<file path="config.mk">
export PLATFORM = sky130hd
export DESIGN_NAME = pac_cordic
export DESIGN_NICKNAME = d
export VERILOG_FILES = /design/src/hw/rtl/pac_pkg.sv /design/src/hw/rtl/pac_cordic.sv
export SDC_FILE = /design/constraint.sdc
export NUM_CORES = 2
export LEC_CHECK = 0
export CAP_MARGIN = 10
export CORE_MARGIN = 2
export CORE_UTILIZATION = 25
export DETAILED_ROUTE_END_ITERATION = 6
export DONT_BUFFER_PORTS = 1
export GPL_TIMING_DRIVEN = 0
export PLACE_DENSITY = 0.43
export SETUP_SLACK_MARGIN = 0.3
export SLEW_MARGIN = 25
export SYNTH_ARGS = -nofsm -noshare
export SYNTH_HDL_FRONTEND = slang
export SYNTH_SLANG_ARGS = --single-unit
</file>
<file path="constraint.sdc">
create_clock -name aclk -period 6.7 [get_ports aclk]
set_clock_uncertainty 0.15 [all_clocks]
set_input_delay 1.34 -clock aclk [delete_from_list [all_inputs] [get_ports aclk]]
set_output_delay 1.34 -clock aclk [all_outputs]
set_load 0.05 [all_outputs]
</file>
<file path="src/hw/rtl/pac_pkg.sv">
// ----------------------------------------------------------------------------
// pac_pkg
// Shared types and constants for the pure pursuit curvature pipeline.
// ----------------------------------------------------------------------------
`default_nettype none

package pac_pkg;

    localparam int POS_W   = 24;
    localparam int DIFF_W  = 25;
    localparam int HEAD_W  = 16;
    localparam int TRIG_W  = 33;
    localparam int TRIG_FRAC = 30;
    localparam int PROD_W  = 58;
    localparam int MAG_W   = 59;
    localparam int DEN_W   = 50;
    localparam int CURV_W  = 32;
    localparam int ATAN_ENTRIES = 24;

    localparam logic [TRIG_W-1:0] CORDIC_GAIN_Q30 = 33'd652032874;
    localparam logic [CURV_W-1:0] CURV_POS_MAX    = 32'h7FFF_FFFF;
    localparam logic [CURV_W-1:0] CURV_NEG_MAG    = 32'h8000_0000;

    // Arctangent of 2^-i in units of 2^-32 turn.
    localparam logic [29:0] ATAN_TAB [ATAN_ENTRIES] = '{
        30'd536870912, 30'd316933406, 30'd167458907, 30'd85004756,
        30'd42667331,  30'd21354465,  30'd10679838,  30'd5340245,
        30'd2670163,   30'd1335087,   30'd667544,    30'd333772,
        30'd166886,    30'd83443,     30'd41722,     30'd20861,
        30'd10430,     30'd5215,      30'd2608,      30'd1304,
        30'd652,       30'd326,       30'd163,       30'd81
    };

    // Values that ride along with the CORDIC rotation.
    typedef struct packed {
        logic signed [DIFF_W-1:0] dx;
        logic signed [DIFF_W-1:0] dy;
        logic [1:0]               quad;
        logic                     coin;
    } side_t;

    // Numerator magnitude and denominator handed to the divider.
    typedef struct packed {
        logic [MAG_W-1:0] mag;
        logic [DEN_W-1:0] den;
        logic             neg;
        logic             coin;
    } ratio_t;

endpackage

`default_nettype wire

</file>
<file path="src/hw/rtl/pac_cordic.sv">
// ----------------------------------------------------------------------------
// pac_cordic
// Unrolled rotation-mode CORDIC, one register stage per iteration.
// ----------------------------------------------------------------------------
`default_nettype none

module pac_cordic #(
    parameter int STAGES = 16
) (
    input  wire                                 aclk,
    input  wire                                 aresetn,
    input  wire                                 en,
    input  wire                                 in_valid,
    input  wire signed [pac_pkg::TRIG_W-1:0]    in_z,
    input  pac_pkg::side_t                      in_side,
    output logic                                out_valid,
    output logic signed [pac_pkg::TRIG_W-1:0]   out_x,
    output logic signed [pac_pkg::TRIG_W-1:0]   out_y,
    output pac_pkg::side_t                      out_side
);

    logic                               valid_reg [STAGES+1];
    logic signed [pac_pkg::TRIG_W-1:0]  x_reg     [STAGES+1];
    logic signed [pac_pkg::TRIG_W-1:0]  y_reg     [STAGES+1];
    logic signed [pac_pkg::TRIG_W-1:0]  z_reg     [STAGES+1];
    pac_pkg::side_t                     side_reg  [STAGES+1];

    always_comb begin
        valid_reg[0] = in_valid;
        x_reg[0]     = $signed(pac_pkg::CORDIC_GAIN_Q30);
        y_reg[0]     = '0;
        z_reg[0]     = in_z;
        side_reg[0]  = in_side;
    end

    genvar i;
    generate
        for (i = 0; i < STAGES; i++) begin : g_stage
            logic signed [pac_pkg::TRIG_W-1:0] xs;
            logic signed [pac_pkg::TRIG_W-1:0] ys;
            logic signed [pac_pkg::TRIG_W-1:0] ang;
            logic signed [pac_pkg::TRIG_W-1:0] x_next, y_next, z_next;

            always_comb begin
                xs  = x_reg[i] >>> i;
                ys  = y_reg[i] >>> i;
                ang = $signed({3'b000, pac_pkg::ATAN_TAB[i]});
                if (!z_reg[i][pac_pkg::TRIG_W-1]) begin
                    x_next = x_reg[i] - ys;
                    y_next = y_reg[i] + xs;
                    z_next = z_reg[i] - ang;
                end else begin
                    x_next = x_reg[i] + ys;
                    y_next = y_reg[i] - xs;
                    z_next = z_reg[i] + ang;
                end
            end

            always_ff @(posedge aclk) begin
                if (!aresetn) begin
                    valid_reg[i+1] <= 1'b0;
                end else if (en) begin
                    valid_reg[i+1] <= valid_reg[i];
                end
                if (en) begin
                    x_reg[i+1]    <= x_next;
                    y_reg[i+1]    <= y_next;
                    z_reg[i+1]    <= z_next;
                    side_reg[i+1] <= side_reg[i];
                end
            end
        end
    endgenerate

    assign out_valid = valid_reg[STAGES];
    assign out_x     = x_reg[STAGES];
    assign out_y     = y_reg[STAGES];
    assign out_side  = side_reg[STAGES];

endmodule

`default_nettype wire

</file>
# Word level (Yosys, flattened, before mapping)
# Cells that the tools add are included.
# Widths: inputs -> output; s select.
# totals
register_bits	2382
output_inout_bits	120
word_cells	262
# classes
addsub	90
n_mux	46
# op_table
op	count
$mux 33	46
$add 33x18->33	2
$add 33x19->33	2
$add 33x20->33	2
$add 33x21->33	2
$add 33x22->33	2
$add 33x23->33	2
$add 33x24->33	2
$add 33x25->33	2
$add 33x26->33	2
$add 33x27->33	2
$add 33x28->33	2
$add 33x29->33	2
$add 33x30->33	2
$add 33x30->33 const B	2
$add 33x31->33	2
$sub 33x18->33	2
$sub 33x19->33	2
$sub 33x20->33	2
$sub 33x21->33	2
$sub 33x22->33	2
$sub 33x23->33	2
$sub 33x24->33	2
$sub 33x25->33	2
37 further kinds	44

# Logic depth before layout (Yosys ltp)
# depth
word_depth	2
ltp_mapped	20
mapped_depth_nobuf	20

# Worst setup path after synthesis
# Ideal clock, no wire load.
# synth_path
path_type	flip-flop to flip-flop
start	reg y_reg (netlist bit g_stage[4].ys[4])
end	reg x_reg (netlist bit g_stage[5].xs[24]), data pin
setup_time_ps	259
arrival_ps	4366
path_slack_ps	1925
stages_incl_launch_ff	18
n_path_buf	0
period_less_slack_ps	4775
cell_sequence	edfxtp_1 -> or4_1 -> or3_1 -> nand2b_1 -> nor3b_1 -> nand2_1 -> o41ai_1 -> xnor2_1 -> ha_1 -> a21o_1 -> a21o_1 -> a21oi_1 -> nor2b_1 -> a211o_1 -> a21o_1 -> a32o_1 -> o41a_1 -> xor2_1
# synth_between
elab_chain_len	2
# synth_lines
item	line_no	rtl
from (decl)	pac_cordic.sv:24	logic signed [pac_pkg::TRIG_W-1:0] y_reg [STAGES+1];
from (signal, indexed assignment)	pac_cordic.sv:67	y_reg[i+1] <= y_next;
$sub 33x29->33 or $add 33x29->33 (tied branches)	pac_cordic.sv:49, pac_cordic.sv:53	
$mux 33 (*)	pac_cordic.sv:48	if (!z_reg[i][pac_pkg::TRIG_W-1]) begin
named net g_stage[4].x_next (one bit)	pac_cordic.sv:42	logic signed [pac_pkg::TRIG_W-1:0] x_next, y_next, z_next;
to (signal, indexed assignment)	pac_cordic.sv:66	x_reg[i+1] <= x_next;
to (decl)	pac_cordic.sv:23	logic signed [pac_pkg::TRIG_W-1:0] x_reg [STAGES+1];
# Mark *: on every way through the listed nets, which the timed path passes. The rest lies on a longest branch.
# A chain may end at the register's enable or synchronous reset.

# Final worst setup path
# layout_path
start	reg x_reg (netlist bit g_stage[11].xs[0])
end	reg y_reg (netlist bit g_stage[12].ys[19]), data pin
# layout_between
elab_chain_len	2
# layout_lines
item	line_no
$add 33x22->33 or $sub 33x22->33 (tied branches)	pac_cordic.sv:50, pac_cordic.sv:54
$mux 33 (*)	pac_cordic.sv:48
named net g_stage[11].y_next (one bit)	pac_cordic.sv:42
# Marks and branches as above.

==> out/summary.txt <==
Status = complete, no violations
WL final = 367 mm
Bufs on Longest Clock Path = 4
Synth cell types = 95
Startpoint types = register
Gate Count Post-Synth = 13,500
Synth area leader = edfxtp_1
Final std cells w/o fill = 21,800
Slew Viols, Final = 0
Vias in the first global route = 99,500
First-pass GRT wire length = 575 mm
Tot GR Track Use = 11.9%
Seq/Total Area, Yosys = 46.7%
IO Port Bufs = 0
CORE AREA = 589,000 sq um
RSZ-0062 raised after global routing = no
Setup crit end kind = register
Starting DRT DRC Count = 4,761
Drc violations = 0
Die X = 772 um
CTS tree = built
Crit-path cells = or4_1 > nor3_1 > nand2_1 > nor2_1 > a21oi_1 > xnor2_1 > ha_1 > nand4_1 > or4_1 > a21oi_1 > o21ai_0 > o31a_1 > or3_1 > nand4_1 > nand4b_1
Number of top-level pins = 210
Placed cell count = 21,300
Commonest cells post-synth = edfxtp_1 (2,280), ha_1 (1,370), a21oi_1 (1,326)
Post-Syn Area = 147,000 sq um
Worst-margin pin slew = 1.02 ns
GR Overflow Total = 0
Crit Path Max Fanout = 5
HPWL Detailed = 282 mm
Synthesized area per cell = 10.9 sq um
Critical-path top delay cell = or4_1
Final min period = 6.18 ns
P&R area growth vs syn = 13.4%
Max stage delay on crit path = 0.66 ns
Initial antenna violation count = 3
Final nets = 15,300
Layout cells sized above 1 = 5.25%
CTS clk-pin slew, worst paths = 0.06 ns
Largest net degree at the start of global routing = 255
Synth warn = 0
Yosys reg bits = 2,296
Final hold viol count = 0
Router iterations before antenna repair = 6
Fmax = 162 MHz
CTS Buf Count = 293
Synth area leaders = edfxtp_1 (46%), ha_1 (12%), xnor2_1 (6.9%)
Post-DRT Antenna Nets = 0
Root Driver = clkbuf_16
Std cell rows = 282
Required time of the critical path = 7.16 ns
Hold crit path type = register to register
Via count = 99,600
Main synth FF type = edfxtp_1
Async set or reset register ratio after synthesis = 0%
Clock insertion delay at the later pin of the skew report = 0.95 ns
H-tree depth = 5
Vias/cell = 4.56
Initial Utilization = 25.0%
Post-synth top area share = 46.5%
Synth Net Count = 15,000
Slew headroom = 32.2%
Die Area = 596,000 sq um
Max FFs per register = 795
Crit Path Category = register to register
Fin crit share = 92.2%
Crit path DAT = 6.63 ns
Die H = 772 um
DP Area = 158,000 sq um
CTS sink cnt = 2,296
Final GP Congestion = 0.837
Final Setup Violations = 0
Top-count cell post-synth = edfxtp_1
EDFF count, synth = 2,280
Max-Cap Viols = 0
Routed len/inst = 16.8 um
Final instance area = 167,000 sq um
## layout by cell type, fill, tap and decap left out, types with 36 or more instances in the layout
cell type / n
nand4_1: 82
o21ai_0: 575
xor2_1: 606
clkbuf_1: 176
mux2i_1: 89
and3_1: 144
nor3b_1: 47
o31ai_1: 61
nor4_1: 93
clkinv_1: 56
a211oi_1: 98
nand2_1: 532
mux2_2: 51
nor3_1: 349
nand2b_1: 190
a21boi_0: 41
and2_1: 73
o21a_1: 186
o41ai_1: 39
xnor2_1: 1167
o21bai_1: 153
fa_1: 44
edfxtp_1: 2280
or4_1: 44
or3_1: 84
a21o_1: 670
clkinv_2: 42
inv_1: 569
nor2b_1: 168
a31oi_1: 152
a21oi_1: 1326
nor2_1: 1080
o211ai_1: 59
a2111oi_0: 40
buf_4: 120
buf_1: 36
clkbuf_16: 297
nand3_1: 206
a211o_1: 48
ha_1: 1370
## per-stage QoR
stage / setup slack (ns) / hold WS [ns] / TNS (ns) / utilization [%]
finish: 0.523 / 0.230 / 0 / 28.4
global route: 0.312 / 0.223 / 0 / 28.4
CTS: 0.273 / 0.184 / 0 / 28.4
detailed placement: 0.0370 / 0.255 / 0 / 26.8
global placement: -0.948 / 0.250 / -167.41 / 26.7
floorplan: 1.93 / 0.250 / 0 / -
## final timing paths
kind | startpoint | to | slack, ns | cells past startpoint
worst min-delay path | z_reg[200] | z_reg[167] | 0.23 | 0
worst min register to register | z_reg[200] | z_reg[167] | 0.23 | 0
worst max register to register | g_stage[11].xs[0] | g_stage[12].ys[19] | 0.52 | 15
worst max-delay path | g_stage[11].xs[0] | g_stage[12].ys[19] | 0.52 | 15
## final cells by class
class	instances	area, sq um
timing repair buffer	25	593
clock buffer	349	7630
fill	61200	421000
clock inverter	163	1670
inverter	581	2190
timing repair inverter	1	5.00
buffer	295	1570
multi-input combinational	10300	74900
antenna	4	10.0
tap	7810	9770
sequential	2296	68800
## per-layer routing
layer | GRT usage (%) | part of all wire (%) | vias to the layer above
met5 | 0 | 0 | -
met4 | 4.40 | 4.0 | 0
met3 | 1.60 | 3.0 | 591
met2 | 21.8 | 50 | 1310
met1 | 14.2 | 43 | 46600
li1 | - | - | 51100
## what timing repair did
action | in CTS | in global routing
setup buffers | 2 | 0
gates cloned | 1 | 0
resized for setup | 9 | 21
setup endpoints to repair | 13 | 21
pin swaps | 0 | 0
endpoints found under the hold margin | 0 | 0
hold buffers | 0 | 0
## kinds of logic (layout without fill, tap and decap cells)
family                   after synthesis  count (layout)  share of synthesized area, %
adder cells (fa/ha/maj)             1414            1414                          12.2
AO/OA/AOI/OAI                       3780            3780                          16.3
AND/OR/NAND/NOR                     3213            3213                          10.7
multiplexers                         140             140                         0.994
flip-flops                          2296            2296                          46.7
other                                  1               5                       0.00254
buffers and inverters                876            1414                          2.53
XOR/XNOR                            1774            1774                          10.6
## critical path, delay by kind of cell (launching register included)
| family | cells | cell delay (ns) |
|---|---|---|
| AOI/OAI and AO/OA | 4 | 1.37 |
| xor gates and xnor gates | 1 | 0.16 |
| adders and majority gates | 1 | 0.36 |
| DFF | 1 | 0.54 |
| and+or+nand+nor | 9 | 3.29 |
Power is left out: the tool's default activity adds up to more than one toggle a clock period on the data nets, which glitch-free logic cannot reach.
